$ cat src/design/fgs_pkg.sv
// ----------------------------------------------------------------------------
// fgs_pkg
// Types, grade tables and rule tables shared by the fuzzy gain scheduler.
// ----------------------------------------------------------------------------
package fgs_pkg;

  localparam int unsigned NSET    = 7;
  localparam int unsigned NIDX    = 13;
  localparam int unsigned NLANE   = 3;
  localparam int unsigned INT_BITS = 5;
  localparam int unsigned DEN_W   = 10;
  localparam int unsigned NUM_W   = DEN_W + INT_BITS;
  localparam int unsigned P_W     = 12;
  localparam int unsigned D_W     = 13;
  localparam int unsigned V_W     = 5;

  localparam int unsigned LANE_P = 0;
  localparam int unsigned LANE_D = 1;
  localparam int unsigned LANE_V = 2;

  typedef logic [6:0] grade_t;
  typedef logic [4:0] rule_t;

  localparam grade_t GRADE_ONE  = 7'd126;
  localparam grade_t GRADE_HALF = 7'd63;

  typedef struct packed {
    logic signed [15:0] error_in;
    logic signed [15:0] error_change;
  } in_word_t;

  typedef struct packed {
    logic [P_W-1:0] p_gain_q8;
    logic [D_W-1:0] d_gain_q8;
    logic [V_W-1:0] speed_value;
  } out_word_t;

  // scaled inputs, offset by six so that -6..6 maps to 0..12
  typedef struct packed {
    logic [3:0] e_idx;
    logic [3:0] ecg_idx;
    logic [3:0] ecv_idx;
  } idx_word_t;

  // gain error sets have uneven inner breakpoints
  localparam grade_t GAIN_E_GRADE [NIDX][NSET] = '{
    '{7'd126, 7'd0,   7'd0,   7'd0,   7'd0,   7'd0,   7'd0  },
    '{7'd70,  7'd56,  7'd0,   7'd0,   7'd0,   7'd0,   7'd0  },
    '{7'd14,  7'd112, 7'd0,   7'd0,   7'd0,   7'd0,   7'd0  },
    '{7'd0,   7'd72,  7'd54,  7'd0,   7'd0,   7'd0,   7'd0  },
    '{7'd0,   7'd0,   7'd126, 7'd0,   7'd0,   7'd0,   7'd0  },
    '{7'd0,   7'd0,   7'd63,  7'd63,  7'd0,   7'd0,   7'd0  },
    '{7'd0,   7'd0,   7'd0,   7'd126, 7'd0,   7'd0,   7'd0  },
    '{7'd0,   7'd0,   7'd0,   7'd63,  7'd63,  7'd0,   7'd0  },
    '{7'd0,   7'd0,   7'd0,   7'd0,   7'd126, 7'd0,   7'd0  },
    '{7'd0,   7'd0,   7'd0,   7'd0,   7'd54,  7'd72,  7'd0  },
    '{7'd0,   7'd0,   7'd0,   7'd0,   7'd0,   7'd112, 7'd14 },
    '{7'd0,   7'd0,   7'd0,   7'd0,   7'd0,   7'd56,  7'd70 },
    '{7'd0,   7'd0,   7'd0,   7'd0,   7'd0,   7'd0,   7'd126}
  };

  localparam rule_t P_RULE [NSET][NSET] = '{
    '{5'd13, 5'd13, 5'd13, 5'd12, 5'd12, 5'd11, 5'd11},
    '{5'd13, 5'd13, 5'd12, 5'd12, 5'd11, 5'd11, 5'd11},
    '{5'd13, 5'd12, 5'd12, 5'd11, 5'd11, 5'd10, 5'd10},
    '{5'd13, 5'd12, 5'd11, 5'd10, 5'd11, 5'd12, 5'd13},
    '{5'd10, 5'd10, 5'd11, 5'd11, 5'd12, 5'd12, 5'd13},
    '{5'd11, 5'd11, 5'd11, 5'd12, 5'd12, 5'd13, 5'd13},
    '{5'd11, 5'd11, 5'd12, 5'd12, 5'd13, 5'd13, 5'd13}
  };

  localparam rule_t D_RULE [NSET][NSET] = '{
    '{5'd26, 5'd27, 5'd27, 5'd26, 5'd27, 5'd27, 5'd26},
    '{5'd27, 5'd31, 5'd31, 5'd27, 5'd27, 5'd27, 5'd27},
    '{5'd27, 5'd31, 5'd27, 5'd27, 5'd27, 5'd27, 5'd26},
    '{5'd26, 5'd27, 5'd27, 5'd26, 5'd27, 5'd27, 5'd26},
    '{5'd26, 5'd27, 5'd27, 5'd27, 5'd27, 5'd31, 5'd27},
    '{5'd27, 5'd27, 5'd27, 5'd27, 5'd31, 5'd31, 5'd27},
    '{5'd26, 5'd27, 5'd27, 5'd26, 5'd27, 5'd27, 5'd26}
  };

  localparam rule_t V_RULE [NSET][NSET] = '{
    '{5'd0,  5'd0,  5'd0,  5'd0,  5'd5,  5'd9,  5'd9 },
    '{5'd0,  5'd0,  5'd0,  5'd5,  5'd9,  5'd9,  5'd18},
    '{5'd0,  5'd5,  5'd5,  5'd9,  5'd9,  5'd18, 5'd18},
    '{5'd0,  5'd5,  5'd9,  5'd18, 5'd9,  5'd5,  5'd0 },
    '{5'd18, 5'd18, 5'd9,  5'd9,  5'd5,  5'd5,  5'd0 },
    '{5'd18, 5'd9,  5'd9,  5'd5,  5'd0,  5'd0,  5'd0 },
    '{5'd9,  5'd9,  5'd5,  5'd0,  5'd0,  5'd0,  5'd0 }
  };

  // even spacing of two: set k peaks at index 2k, half grade one step away
  function automatic grade_t even_grade(logic [3:0] idx, logic [2:0] set);
    logic [3:0] ctr;
    logic [3:0] span;
    ctr  = {set, 1'b0};
    span = (idx >= ctr) ? idx - ctr : ctr - idx;
    if (span == 4'd0) begin
      return GRADE_ONE;
    end else if (span == 4'd1) begin
      return GRADE_HALF;
    end else begin
      return '0;
    end
  endfunction

endpackage

$ cat src/design/fgs_front.sv
// ----------------------------------------------------------------------------
// fgs_front
// Input stage: clamps and scales error and error change to set indexes.
// ----------------------------------------------------------------------------
module fgs_front (
  input  logic                clk_i,
  input  logic                rst_ni,
  input  logic                push_i,
  input  fgs_pkg::in_word_t   in_data_i,
  output logic                full_o,
  output logic                valid_o,
  output fgs_pkg::idx_word_t  data_o,
  input  logic                ready_i
);

  localparam logic [6:0]  E_LIM     = 7'd80;
  localparam logic [6:0]  ECG_LIM   = 7'd15;
  localparam logic [6:0]  ECV_LIM   = 7'd12;
  localparam logic [15:0] RECIP_40  = 16'd205;
  localparam logic [12:0] RECIP_5   = 13'd205;
  localparam logic [3:0]  IDX_ZERO  = 4'd6;

  function automatic logic [6:0] mag_clamp(logic signed [15:0] x, logic [6:0] lim);
    logic [15:0] m;
    m = x[15] ? 16'(-x) : 16'(x);
    return (m > {9'd0, lim}) ? lim : m[6:0];
  endfunction

  function automatic logic [3:0] to_idx(logic neg, logic [2:0] q);
    return neg ? IDX_ZERO - {1'b0, q} : IDX_ZERO + {1'b0, q};
  endfunction

  logic               vld_q;
  fgs_pkg::idx_word_t idx_q, idx_d;
  logic [6:0]         e_mag, ecg_mag, ecv_mag;
  logic [7:0]         e_m3;
  logic [15:0]        e_prod;
  logic [4:0]         ecg_m2;
  logic [12:0]        ecg_prod;
  logic               take;

  // 3a/40 and 2b/5 on magnitudes by reciprocal multiply; exact over the clamp range
  always_comb begin
    e_mag    = mag_clamp(in_data_i.error_in, E_LIM);
    ecg_mag  = mag_clamp(in_data_i.error_change, ECG_LIM);
    ecv_mag  = mag_clamp(in_data_i.error_change, ECV_LIM);
    e_m3     = {1'b0, e_mag} + {e_mag, 1'b0};
    e_prod   = 16'(e_m3) * RECIP_40;
    ecg_m2   = {ecg_mag[3:0], 1'b0};
    ecg_prod = 13'(ecg_m2) * RECIP_5;
    idx_d.e_idx   = to_idx(in_data_i.error_in[15], e_prod[15:13]);
    idx_d.ecg_idx = to_idx(in_data_i.error_change[15], ecg_prod[12:10]);
    idx_d.ecv_idx = to_idx(in_data_i.error_change[15], ecv_mag[3:1]);
  end

  assign full_o  = vld_q && !ready_i;
  assign take    = push_i && !full_o;
  assign valid_o = vld_q;
  assign data_o  = idx_q;

  always_ff @(posedge clk_i or negedge rst_ni) begin
    if (!rst_ni) begin
      vld_q <= 1'b0;
    end else if (!full_o) begin
      vld_q <= push_i;
    end
  end

  always_ff @(posedge clk_i) begin
    if (take) begin
      idx_q <= idx_d;
    end
  end

endmodule

$ cat src/design/fgs_fifo.sv
// ----------------------------------------------------------------------------
// fgs_fifo
// Two-entry queue of scaled words between front and back.
// ----------------------------------------------------------------------------
module fgs_fifo (
  input  logic                clk_i,
  input  logic                rst_ni,
  input  logic                wr_i,
  input  fgs_pkg::idx_word_t  wr_data_i,
  output logic                full_o,
  input  logic                rd_i,
  output fgs_pkg::idx_word_t  rd_data_o,
  output logic                empty_o
);

  // power of two, so pointers wrap on their own
  localparam int unsigned DEPTH = 2;
  localparam int unsigned PW    = $clog2(DEPTH);
  localparam int unsigned CW    = $clog2(DEPTH + 1);

  fgs_pkg::idx_word_t mem_q [DEPTH];
  logic [PW-1:0]      wr_ptr_q, rd_ptr_q;
  logic [CW-1:0]      cnt_q, cnt_d;
  logic               wr_ok, rd_ok;

  assign full_o    = (cnt_q == CW'(DEPTH));
  assign empty_o   = (cnt_q == '0);
  assign wr_ok     = wr_i && !full_o;
  assign rd_ok     = rd_i && !empty_o;
  assign rd_data_o = mem_q[rd_ptr_q];
  assign cnt_d     = cnt_q + CW'(wr_ok) - CW'(rd_ok);

  always_ff @(posedge clk_i or negedge rst_ni) begin
    if (!rst_ni) begin
      wr_ptr_q <= '0;
      rd_ptr_q <= '0;
      cnt_q    <= '0;
    end else begin
      if (wr_ok) begin
        wr_ptr_q <= wr_ptr_q + 1'b1;
      end
      if (rd_ok) begin
        rd_ptr_q <= rd_ptr_q + 1'b1;
      end
      cnt_q <= cnt_d;
    end
  end

  always_ff @(posedge clk_i) begin
    if (wr_ok) begin
      mem_q[wr_ptr_q] <= wr_data_i;
    end
  end

`ifndef ASSERT_OFF
  a_cnt_ptr: assert property (@(posedge clk_i) disable iff (!rst_ni)
    cnt_q[PW-1:0] == PW'(wr_ptr_q - rd_ptr_q))
    else $error("fifo count out of step with pointers");
`endif

endmodule

$ cat src/design/fgs_div.sv
// ----------------------------------------------------------------------------
// fgs_div
// Pipelined restoring divider, three lanes, one quotient bit per stage.
// ----------------------------------------------------------------------------
module fgs_div #(
  parameter int unsigned FRAC_BITS = 8,
  localparam int unsigned QW = FRAC_BITS + fgs_pkg::INT_BITS
) (
  input  logic                                                   clk_i,
  input  logic                                                   rst_ni,
  input  logic                                                   en_i,
  input  logic                                                   vld_i,
  input  logic [fgs_pkg::NLANE-1:0][fgs_pkg::NUM_W-1:0]          num_i,
  input  logic [fgs_pkg::NLANE-1:0][fgs_pkg::DEN_W-1:0]          den_i,
  output logic                                                   vld_o,
  output logic [fgs_pkg::NLANE-1:0][QW-1:0]                      quo_o
);

  localparam int unsigned NL = fgs_pkg::NLANE;
  localparam int unsigned DW = fgs_pkg::DEN_W;
  localparam int unsigned IB = fgs_pkg::INT_BITS;

  // sh holds dividend bits still to come on top, quotient bits shifted in below
  logic [NL-1:0][DW-1:0] rem_q [QW];
  logic [NL-1:0][QW-1:0] sh_q  [QW];
  logic [NL-1:0][DW-1:0] den_q [QW];
  logic                  vld_q [QW];

  logic [NL-1:0][DW-1:0] rem_in [QW];
  logic [NL-1:0][QW-1:0] sh_in  [QW];
  logic [NL-1:0][DW-1:0] den_in [QW];
  logic                  vld_in [QW];
  logic [NL-1:0][DW-1:0] rem_d  [QW];
  logic [NL-1:0][QW-1:0] sh_d   [QW];

  for (genvar s = 0; s < QW; s++) begin : g_stage
    if (s == 0) begin : g_first
      always_comb begin
        for (int l = 0; l < NL; l++) begin
          rem_in[s][l] = num_i[l][fgs_pkg::NUM_W-1:IB];
          sh_in[s][l]  = {num_i[l][IB-1:0], {FRAC_BITS{1'b0}}};
        end
      end
      assign den_in[s] = den_i;
      assign vld_in[s] = vld_i;
    end else begin : g_next
      assign rem_in[s] = rem_q[s-1];
      assign sh_in[s]  = sh_q[s-1];
      assign den_in[s] = den_q[s-1];
      assign vld_in[s] = vld_q[s-1];
    end

    always_comb begin
      logic [DW:0] t;
      logic        ge;
      for (int l = 0; l < NL; l++) begin
        t  = {rem_in[s][l], sh_in[s][l][QW-1]};
        ge = (t >= {1'b0, den_in[s][l]});
        rem_d[s][l] = ge ? DW'(t - {1'b0, den_in[s][l]}) : t[DW-1:0];
        sh_d[s][l]  = {sh_in[s][l][QW-2:0], ge};
      end
    end

    always_ff @(posedge clk_i or negedge rst_ni) begin
      if (!rst_ni) begin
        vld_q[s] <= 1'b0;
      end else if (en_i) begin
        vld_q[s] <= vld_in[s];
      end
    end

    always_ff @(posedge clk_i) begin
      if (en_i) begin
        rem_q[s] <= rem_d[s];
        sh_q[s]  <= sh_d[s];
        den_q[s] <= den_in[s];
      end
    end
  end

  assign vld_o = vld_q[QW-1];
  assign quo_o = sh_q[QW-1];

endmodule

$ cat src/design/fgs_back.sv
// ----------------------------------------------------------------------------
// fgs_back
// Inference pipeline: rule strengths, weighted sums, division, result word.
// ----------------------------------------------------------------------------
module fgs_back #(
  parameter int unsigned FRAC_BITS = 8
) (
  input  logic                clk_i,
  input  logic                rst_ni,
  input  logic                src_valid_i,
  input  fgs_pkg::idx_word_t  src_data_i,
  output logic                src_pop_o,
  input  logic                pop_i,
  output logic                empty_o,
  output fgs_pkg::out_word_t  out_data_o
);

  localparam int unsigned QW    = FRAC_BITS + fgs_pkg::INT_BITS;
  localparam int unsigned XW    = QW + fgs_pkg::D_W;
  localparam int unsigned NSET  = fgs_pkg::NSET;
  localparam int unsigned NL    = fgs_pkg::NLANE;
  localparam int unsigned NUM_W = fgs_pkg::NUM_W;
  localparam int unsigned DEN_W = fgs_pkg::DEN_W;

  typedef struct packed {
    logic [2:0]      col;
    fgs_pkg::grade_t best;
  } pick_t;

  // row maximum of min(g, gc[j]); first column wins a tie
  function automatic pick_t row_pick(fgs_pkg::grade_t g,
                                     fgs_pkg::grade_t [NSET-1:0] gc);
    pick_t           r;
    fgs_pkg::grade_t s;
    r.best = '0;
    r.col  = '0;
    for (int j = 0; j < NSET; j++) begin
      s = (g < gc[j]) ? g : gc[j];
      if (s > r.best) begin
        r.best = s;
        r.col  = 3'(j);
      end
    end
    return r;
  endfunction

  logic                          en;
  fgs_pkg::grade_t [NSET-1:0]    ge_g, gc_g, ge_v, gc_v;
  pick_t [NSET-1:0]              pick_g, pick_v;

  logic                          a_vld_q;
  pick_t [NSET-1:0]              a_g_q, a_v_q;

  logic [NL-1:0][NUM_W-1:0]      b_num_d, b_num_q;
  logic [NL-1:0][DEN_W-1:0]      b_den_d, b_den_q;
  logic                          b_vld_q;

  logic                          div_vld;
  logic [NL-1:0][QW-1:0]         quo;
  logic [XW-1:0]                 p_ext, d_ext;

  logic                          out_vld_q;
  fgs_pkg::out_word_t            out_q, out_d;

  assign en        = !out_vld_q || pop_i;
  assign src_pop_o = en && src_valid_i;

  always_comb begin
    for (int k = 0; k < NSET; k++) begin
      ge_g[k] = fgs_pkg::GAIN_E_GRADE[src_data_i.e_idx][k];
      gc_g[k] = fgs_pkg::even_grade(src_data_i.ecg_idx, 3'(k));
      ge_v[k] = fgs_pkg::even_grade(src_data_i.e_idx, 3'(k));
      gc_v[k] = fgs_pkg::even_grade(src_data_i.ecv_idx, 3'(k));
    end
    for (int i = 0; i < NSET; i++) begin
      pick_g[i] = row_pick(ge_g[i], gc_g);
      pick_v[i] = row_pick(ge_v[i], gc_v);
    end
  end

  always_comb begin
    b_num_d = '0;
    b_den_d = '0;
    for (int i = 0; i < NSET; i++) begin
      b_num_d[fgs_pkg::LANE_P] = b_num_d[fgs_pkg::LANE_P]
        + NUM_W'(a_g_q[i].best) * NUM_W'(fgs_pkg::P_RULE[i][a_g_q[i].col]);
      b_num_d[fgs_pkg::LANE_D] = b_num_d[fgs_pkg::LANE_D]
        + NUM_W'(a_g_q[i].best) * NUM_W'(fgs_pkg::D_RULE[i][a_g_q[i].col]);
      b_num_d[fgs_pkg::LANE_V] = b_num_d[fgs_pkg::LANE_V]
        + NUM_W'(a_v_q[i].best) * NUM_W'(fgs_pkg::V_RULE[i][a_v_q[i].col]);
      b_den_d[fgs_pkg::LANE_P] = b_den_d[fgs_pkg::LANE_P] + DEN_W'(a_g_q[i].best);
      b_den_d[fgs_pkg::LANE_V] = b_den_d[fgs_pkg::LANE_V] + DEN_W'(a_v_q[i].best);
    end
    b_den_d[fgs_pkg::LANE_D] = b_den_d[fgs_pkg::LANE_P];
  end

  always_ff @(posedge clk_i or negedge rst_ni) begin
    if (!rst_ni) begin
      a_vld_q   <= 1'b0;
      b_vld_q   <= 1'b0;
      out_vld_q <= 1'b0;
    end else if (en) begin
      a_vld_q   <= src_valid_i;
      b_vld_q   <= a_vld_q;
      out_vld_q <= div_vld;
    end
  end

  always_ff @(posedge clk_i) begin
    if (en) begin
      a_g_q   <= pick_g;
      a_v_q   <= pick_v;
      b_num_q <= b_num_d;
      b_den_q <= b_den_d;
      out_q   <= out_d;
    end
  end

  fgs_div #(
    .FRAC_BITS (FRAC_BITS)
  ) u_div (
    .clk_i  (clk_i),
    .rst_ni (rst_ni),
    .en_i   (en),
    .vld_i  (b_vld_q),
    .num_i  (b_num_q),
    .den_i  (b_den_q),
    .vld_o  (div_vld),
    .quo_o  (quo)
  );

  // speed is the integer part of its own lane's scaled quotient
  always_comb begin
    p_ext = XW'(quo[fgs_pkg::LANE_P]);
    d_ext = XW'(quo[fgs_pkg::LANE_D]);
    out_d.p_gain_q8   = p_ext[fgs_pkg::P_W-1:0];
    out_d.d_gain_q8   = d_ext[fgs_pkg::D_W-1:0];
    out_d.speed_value = quo[fgs_pkg::LANE_V][FRAC_BITS +: fgs_pkg::V_W];
  end

  assign empty_o    = !out_vld_q;
  assign out_data_o = out_q;

`ifndef ASSERT_OFF
  a_den_nonzero: assert property (@(posedge clk_i) disable iff (!rst_ni)
    b_vld_q |-> (b_den_q[fgs_pkg::LANE_P] != '0) && (b_den_q[fgs_pkg::LANE_V] != '0))
    else $error("zero total rule weight");
`endif

endmodule

$ cat src/design/fuzzy_gain_scheduler_unit.sv
// Path: front reg, queue, a and b regs, divider, out reg. Throughput: one word
// per cycle; the divider has FRAC_BITS + 5 stages, one quotient bit each, and
// the whole back pipeline advances while pop is held or out holds no word.
// Reset: asynchronous, clears valid flags and queue pointers; no tables to clear.
// ----------------------------------------------------------------------------
// fuzzy_gain_scheduler_unit
// Fuzzy P/D gain and speed scheduler over three 7x7 rule tables.
// ----------------------------------------------------------------------------
module fuzzy_gain_scheduler_unit #(
  parameter int unsigned FRAC_BITS = 8
) (
  input  logic                clk_i,
  input  logic                rst_ni,
  input  logic                push,
  output logic                full,
  input  fgs_pkg::in_word_t   in_data_i,
  output logic                empty,
  input  logic                pop,
  output fgs_pkg::out_word_t  out_data_o
);

  logic               fr_vld;
  fgs_pkg::idx_word_t fr_data;
  logic               q_full, q_empty, q_rd;
  fgs_pkg::idx_word_t q_data;

  fgs_front u_front (
    .clk_i     (clk_i),
    .rst_ni    (rst_ni),
    .push_i    (push),
    .in_data_i (in_data_i),
    .full_o    (full),
    .valid_o   (fr_vld),
    .data_o    (fr_data),
    .ready_i   (!q_full)
  );

  fgs_fifo u_fifo (
    .clk_i     (clk_i),
    .rst_ni    (rst_ni),
    .wr_i      (fr_vld),
    .wr_data_i (fr_data),
    .full_o    (q_full),
    .rd_i      (q_rd),
    .rd_data_o (q_data),
    .empty_o   (q_empty)
  );

  fgs_back #(
    .FRAC_BITS (FRAC_BITS)
  ) u_back (
    .clk_i       (clk_i),
    .rst_ni      (rst_ni),
    .src_valid_i (!q_empty),
    .src_data_i  (q_data),
    .src_pop_o   (q_rd),
    .pop_i       (pop),
    .empty_o     (empty),
    .out_data_o  (out_data_o)
  );

`ifndef ASSERT_OFF
  a_speed_range: assert property (@(posedge clk_i) disable iff (!rst_ni)
    !empty |-> out_data_o.speed_value <= 5'd18)
    else $error("speed word above table maximum");
`endif

endmodule
$ cat config.mk
export PLATFORM = sky130hd
export DESIGN_NAME = fuzzy_gain_scheduler_unit
export DESIGN_NICKNAME = d
export VERILOG_FILES = /design/src/design/fgs_pkg.sv /design/src/design/fgs_front.sv /design/src/design/fgs_fifo.sv /design/src/design/fgs_div.sv /design/src/design/fgs_back.sv /design/src/design/fuzzy_gain_scheduler_unit.sv
export SDC_FILE = /design/constraint.sdc
export NUM_CORES = 2
export LEC_CHECK = 0
export ABC_AREA = 1
export BUFFER_PORTS_ARGS = -buffer_cell sky130_fd_sc_hd__buf_2
export CAP_MARGIN = 10
export CORE_AREA = 2 2 374 376
export CTS_BUF_LIST = sky130_fd_sc_hd__clkbuf_8
export CTS_CLUSTER_DIAMETER = 200
export CTS_CLUSTER_SIZE = 12
export DETAILED_ROUTE_END_ITERATION = 16
export DIE_AREA = 0 0 376 378
export PLACE_DENSITY = 0.81
export SETUP_SLACK_MARGIN = 0.1
export SLEW_MARGIN = 5
export SYNTH_ARGS = -nofsm -noshare
export SYNTH_HDL_FRONTEND = slang
export SYNTH_SLANG_ARGS = --single-unit
$ cat constraint.sdc
create_clock -name clk_i -period 36.6 [get_ports clk_i]
set_clock_uncertainty 0.05 [all_clocks]
set_input_delay 7.32 -clock clk_i [delete_from_list [all_inputs] [get_ports clk_i]]
set_output_delay 7.32 -clock clk_i [all_outputs]
set_load 0.05 [all_outputs]
==> results by group <==
Critical path
  – Critical Path Slowest Stage Cell: fa_1
  – Reg-to-Reg Start: u_fifo.rd_ptr_q
  – R2r setup slk: 23.36 ns
  – Worst EP arrival: 15.06 ns
  – Crit path required time: 37.21 ns
  – CP startpoint kind: primary input
  – Slowest cell delay on critical path: 0.54 ns
  – R2R Path End: u_back.a_g_q[60]
  – WS Path Type: in2reg
  – CP most frequent cell: nand2_1
  – Crit path capture type: flop
  – Crit path max fanout: 7
  – Worst R2R Path Depth: 69

Final layout
  – Final nets: 12300
  – Share of cells above drive strength 1: 0.0520
  – Area delta synth->final: 4.37%
  – Commonest non-fill, non-tap cell in the layout: inv_1
  – Commonest non-fill, non-tap cells in the layout: 1966 x inv_1, 1520 x ha_1, 1440 x nand2_1, 918 x edfxtp_1, 718 x nor2_1

CTS
  – CTS Hold Buffers Added: 0
  – Cts bufs inserted: 88
  – Clk sinks: 939
  – Post-CTS setup buffer count: 0
  – Max H-tree Level: 3
  – Clk Latency, worst-skew pair: 0.83 ns
  – CTS tree: done
  – Clk slew on worst S/H paths: 0.08 ns
  – Max clock buf depth: 3
  – Resized Gates After CTS: 0
  – Clock Tree Root: clkbuf_8

Floorplanning
  – Initial core utilization: 0.664
  – DIE AREA: 0.142 sq mm
  – Core footprint: 0.139 sq mm
  – Die W: 376 um
  – I/O pins: 68
  – Die Y: 378 um
  – Row cnt: 137

Global routing
  – Antenna violations before repair: 2
  – Vias in the first global route: 69400
  – GRT Total Usage: 0.296
  – First-pass GRT wire length: 342 mm
  – Total gr overflow: 0
  – Largest net degree at the start of global routing: 182

Routing
  – Pre-antenna DRT Iters: 6
  – Wire per inst: 17.3 um
  – Drt initial violations: 5532
  – Routed vias/inst: 5.72
  – Post-route ant nets: 0
  – Drt total wl: 208 mm
  – Residual DRC: 0
  – DR vias: 68600

Yosys
  – Post-synth top area cell: edfxtp_1
  – Unique masters post-synth: 85
  – Number of synthesis warnings: 0
  – Yosys reg bits: 939
  – Mapped Cells: 10100
  – Seq/Total Area, Yosys: 0.305
  – Post-synth ARST share: 0.0224
  – Synth Flop Type: edfxtp_1
  – Mapped cell area: 0.0920 sq mm
  – Avg Inst Size Synth: 9.14 sq um
  – Top cells by area, synth: edfxtp_1 30%, ha_1 21%, fa_1 12%
  – Yosys top cell area share: 0.300
  – Number of synthesized flops with an enable pin: 918

STA
  – Period utilization: 0.395
  – Slew Limit Fails: 0
  – Setup TNS: 0 ns
  – Fmax: 0.0692 GHz
  – Final Hold Viols: 0
  – Slew at the pin closest to its max-slew limit: 1.16 ns
  – Final setup viols: 0
  – Rel. slew slack: 0.219
  – RSZ-0062 raised after global routing: no
  – Fin crit period: 14.45 ns

Placed design
  – Port Buffers: 67
  – HPWL after DPL: 168 mm
  – Placer congestion estimate: 0.964

Flow run
  – Maxcap violations: 0

Status
  – Status: finished, final reports clean

Hold path
  – HP Start: u_back.u_div.sh_q[12][13]
  – Worst hold path class: reg2reg
  – Hold Path End: u_back.out_data_o[5]
  – Hold Path Depth: 0
==> metal layers <==
layer | part of all wire | routed length, um | global-route usage
met1 | 0.43 | 88900 | 0.387
met2 | 0.48 | 98800 | 0.505
met3 | 0.062 | 12900 | 0.0393
met4 | 0.035 | 7310 | 0.106
met5 | 0.000063 | 13 | 0
==> Yosys cell counts, drive strengths merged, types with 55 or more instances <==
master and number:
a211oi 55, a21oi 611, and2 77, clkbuf 64, edfxtp 918, fa 561, ha 1520, inv 2001
nand2 1495, nand3 266, nor2 747, o21ai 844, o21bai 60, xnor2 112, xor2 231
==> how the worst max path moves through the flow <==
stage	startpoint	endpoint	slack, ns	cells past startpoint
after detailed placement	in_data_i[16]	u_front.data_o[10]	21.37	41
after CTS	in_data_i[16]	u_front.data_o[10]	22.21	41
after global placement	in_data_i[16]	u_front.data_o[10]	21.41	40
after global routing	in_data_i[17]	u_front.data_o[10]	21.46	41
final	in_data_i[16]	u_front.data_o[10]	22.15	41
after floorplan	pop	u_back.a_g_q[0]	3.50	3
==> registers in the layout (all words and copies together), names as in the netlist, 2 cells and up <==
signal               count
u_front.data_o          12
u_back.u_div.sh_q      254
u_back.b_num_q          45
u_back.u_div.rem_q     280
u_fifo.mem_q            24
u_back.a_g_q            52
u_back.u_div.vld_in     12
u_fifo.cnt_q             2
u_back.out_data_o       30
u_back.b_den_q          20
u_back.a_v_q            41
u_back.u_div.den_q     160
==> final cells by class <==
cell class                      instances  area [sq um]
Multi-Input combinational cell       7026         56000
Timing Repair Buffer                  117           733
Clock inverter                         13           141
Inverter                             2015          7580
Antenna cell                            3          7.51
Clock buffer                           88          1210
Fill cell                           10500         42500
Tap cell                             1807          2260
Sequential cell                       939         28100
==> critical path: cells and delay by family <==
kind	cells	cell delay [ns]
XOR/XNOR	2	0.62
AND/OR/NAND/NOR	19	2.65
AO/OA/AOI/OAI	5	0.99
buffers and inverters	6	0.45
adder cells (fa/ha/maj)	9	3.04
==> stage by stage <==
stage | hold WS [ns] | utilization | setup WS, ns | instance area [sq um] | cells
6_report | 0.353 | 0.693 | 22.15 | 96000 | 12000
3_3_place_gp | 0.350 | 0.683 | 21.41 | 94600 | 11900
5_1_grt | 0.355 | 0.693 | 21.46 | 96000 | 12000
2_1_floorplan | 0.350 | - | 3.50 | 92000 | 10100
3_5_place_dp | 0.355 | 0.683 | 21.37 | 94600 | 11900
4_1_cts | 0.359 | 0.693 | 22.21 | 96000 | 12000
==> cell families after synthesis <==
logic type | after synthesis | synth area share
other cells | 2 | 0.0000816
mux | 2 | 0.000218
fa+ha+maj | 2081 | 0.329
compound gates | 1831 | 0.117
flops | 939 | 0.305
xor+xnor | 343 | 0.0328
buf+inv | 2098 | 0.0865
simple gates | 2765 | 0.129
Power is not shown: default switching activity piles up to over one toggle a cycle in this logic, so the estimate is an artifact.
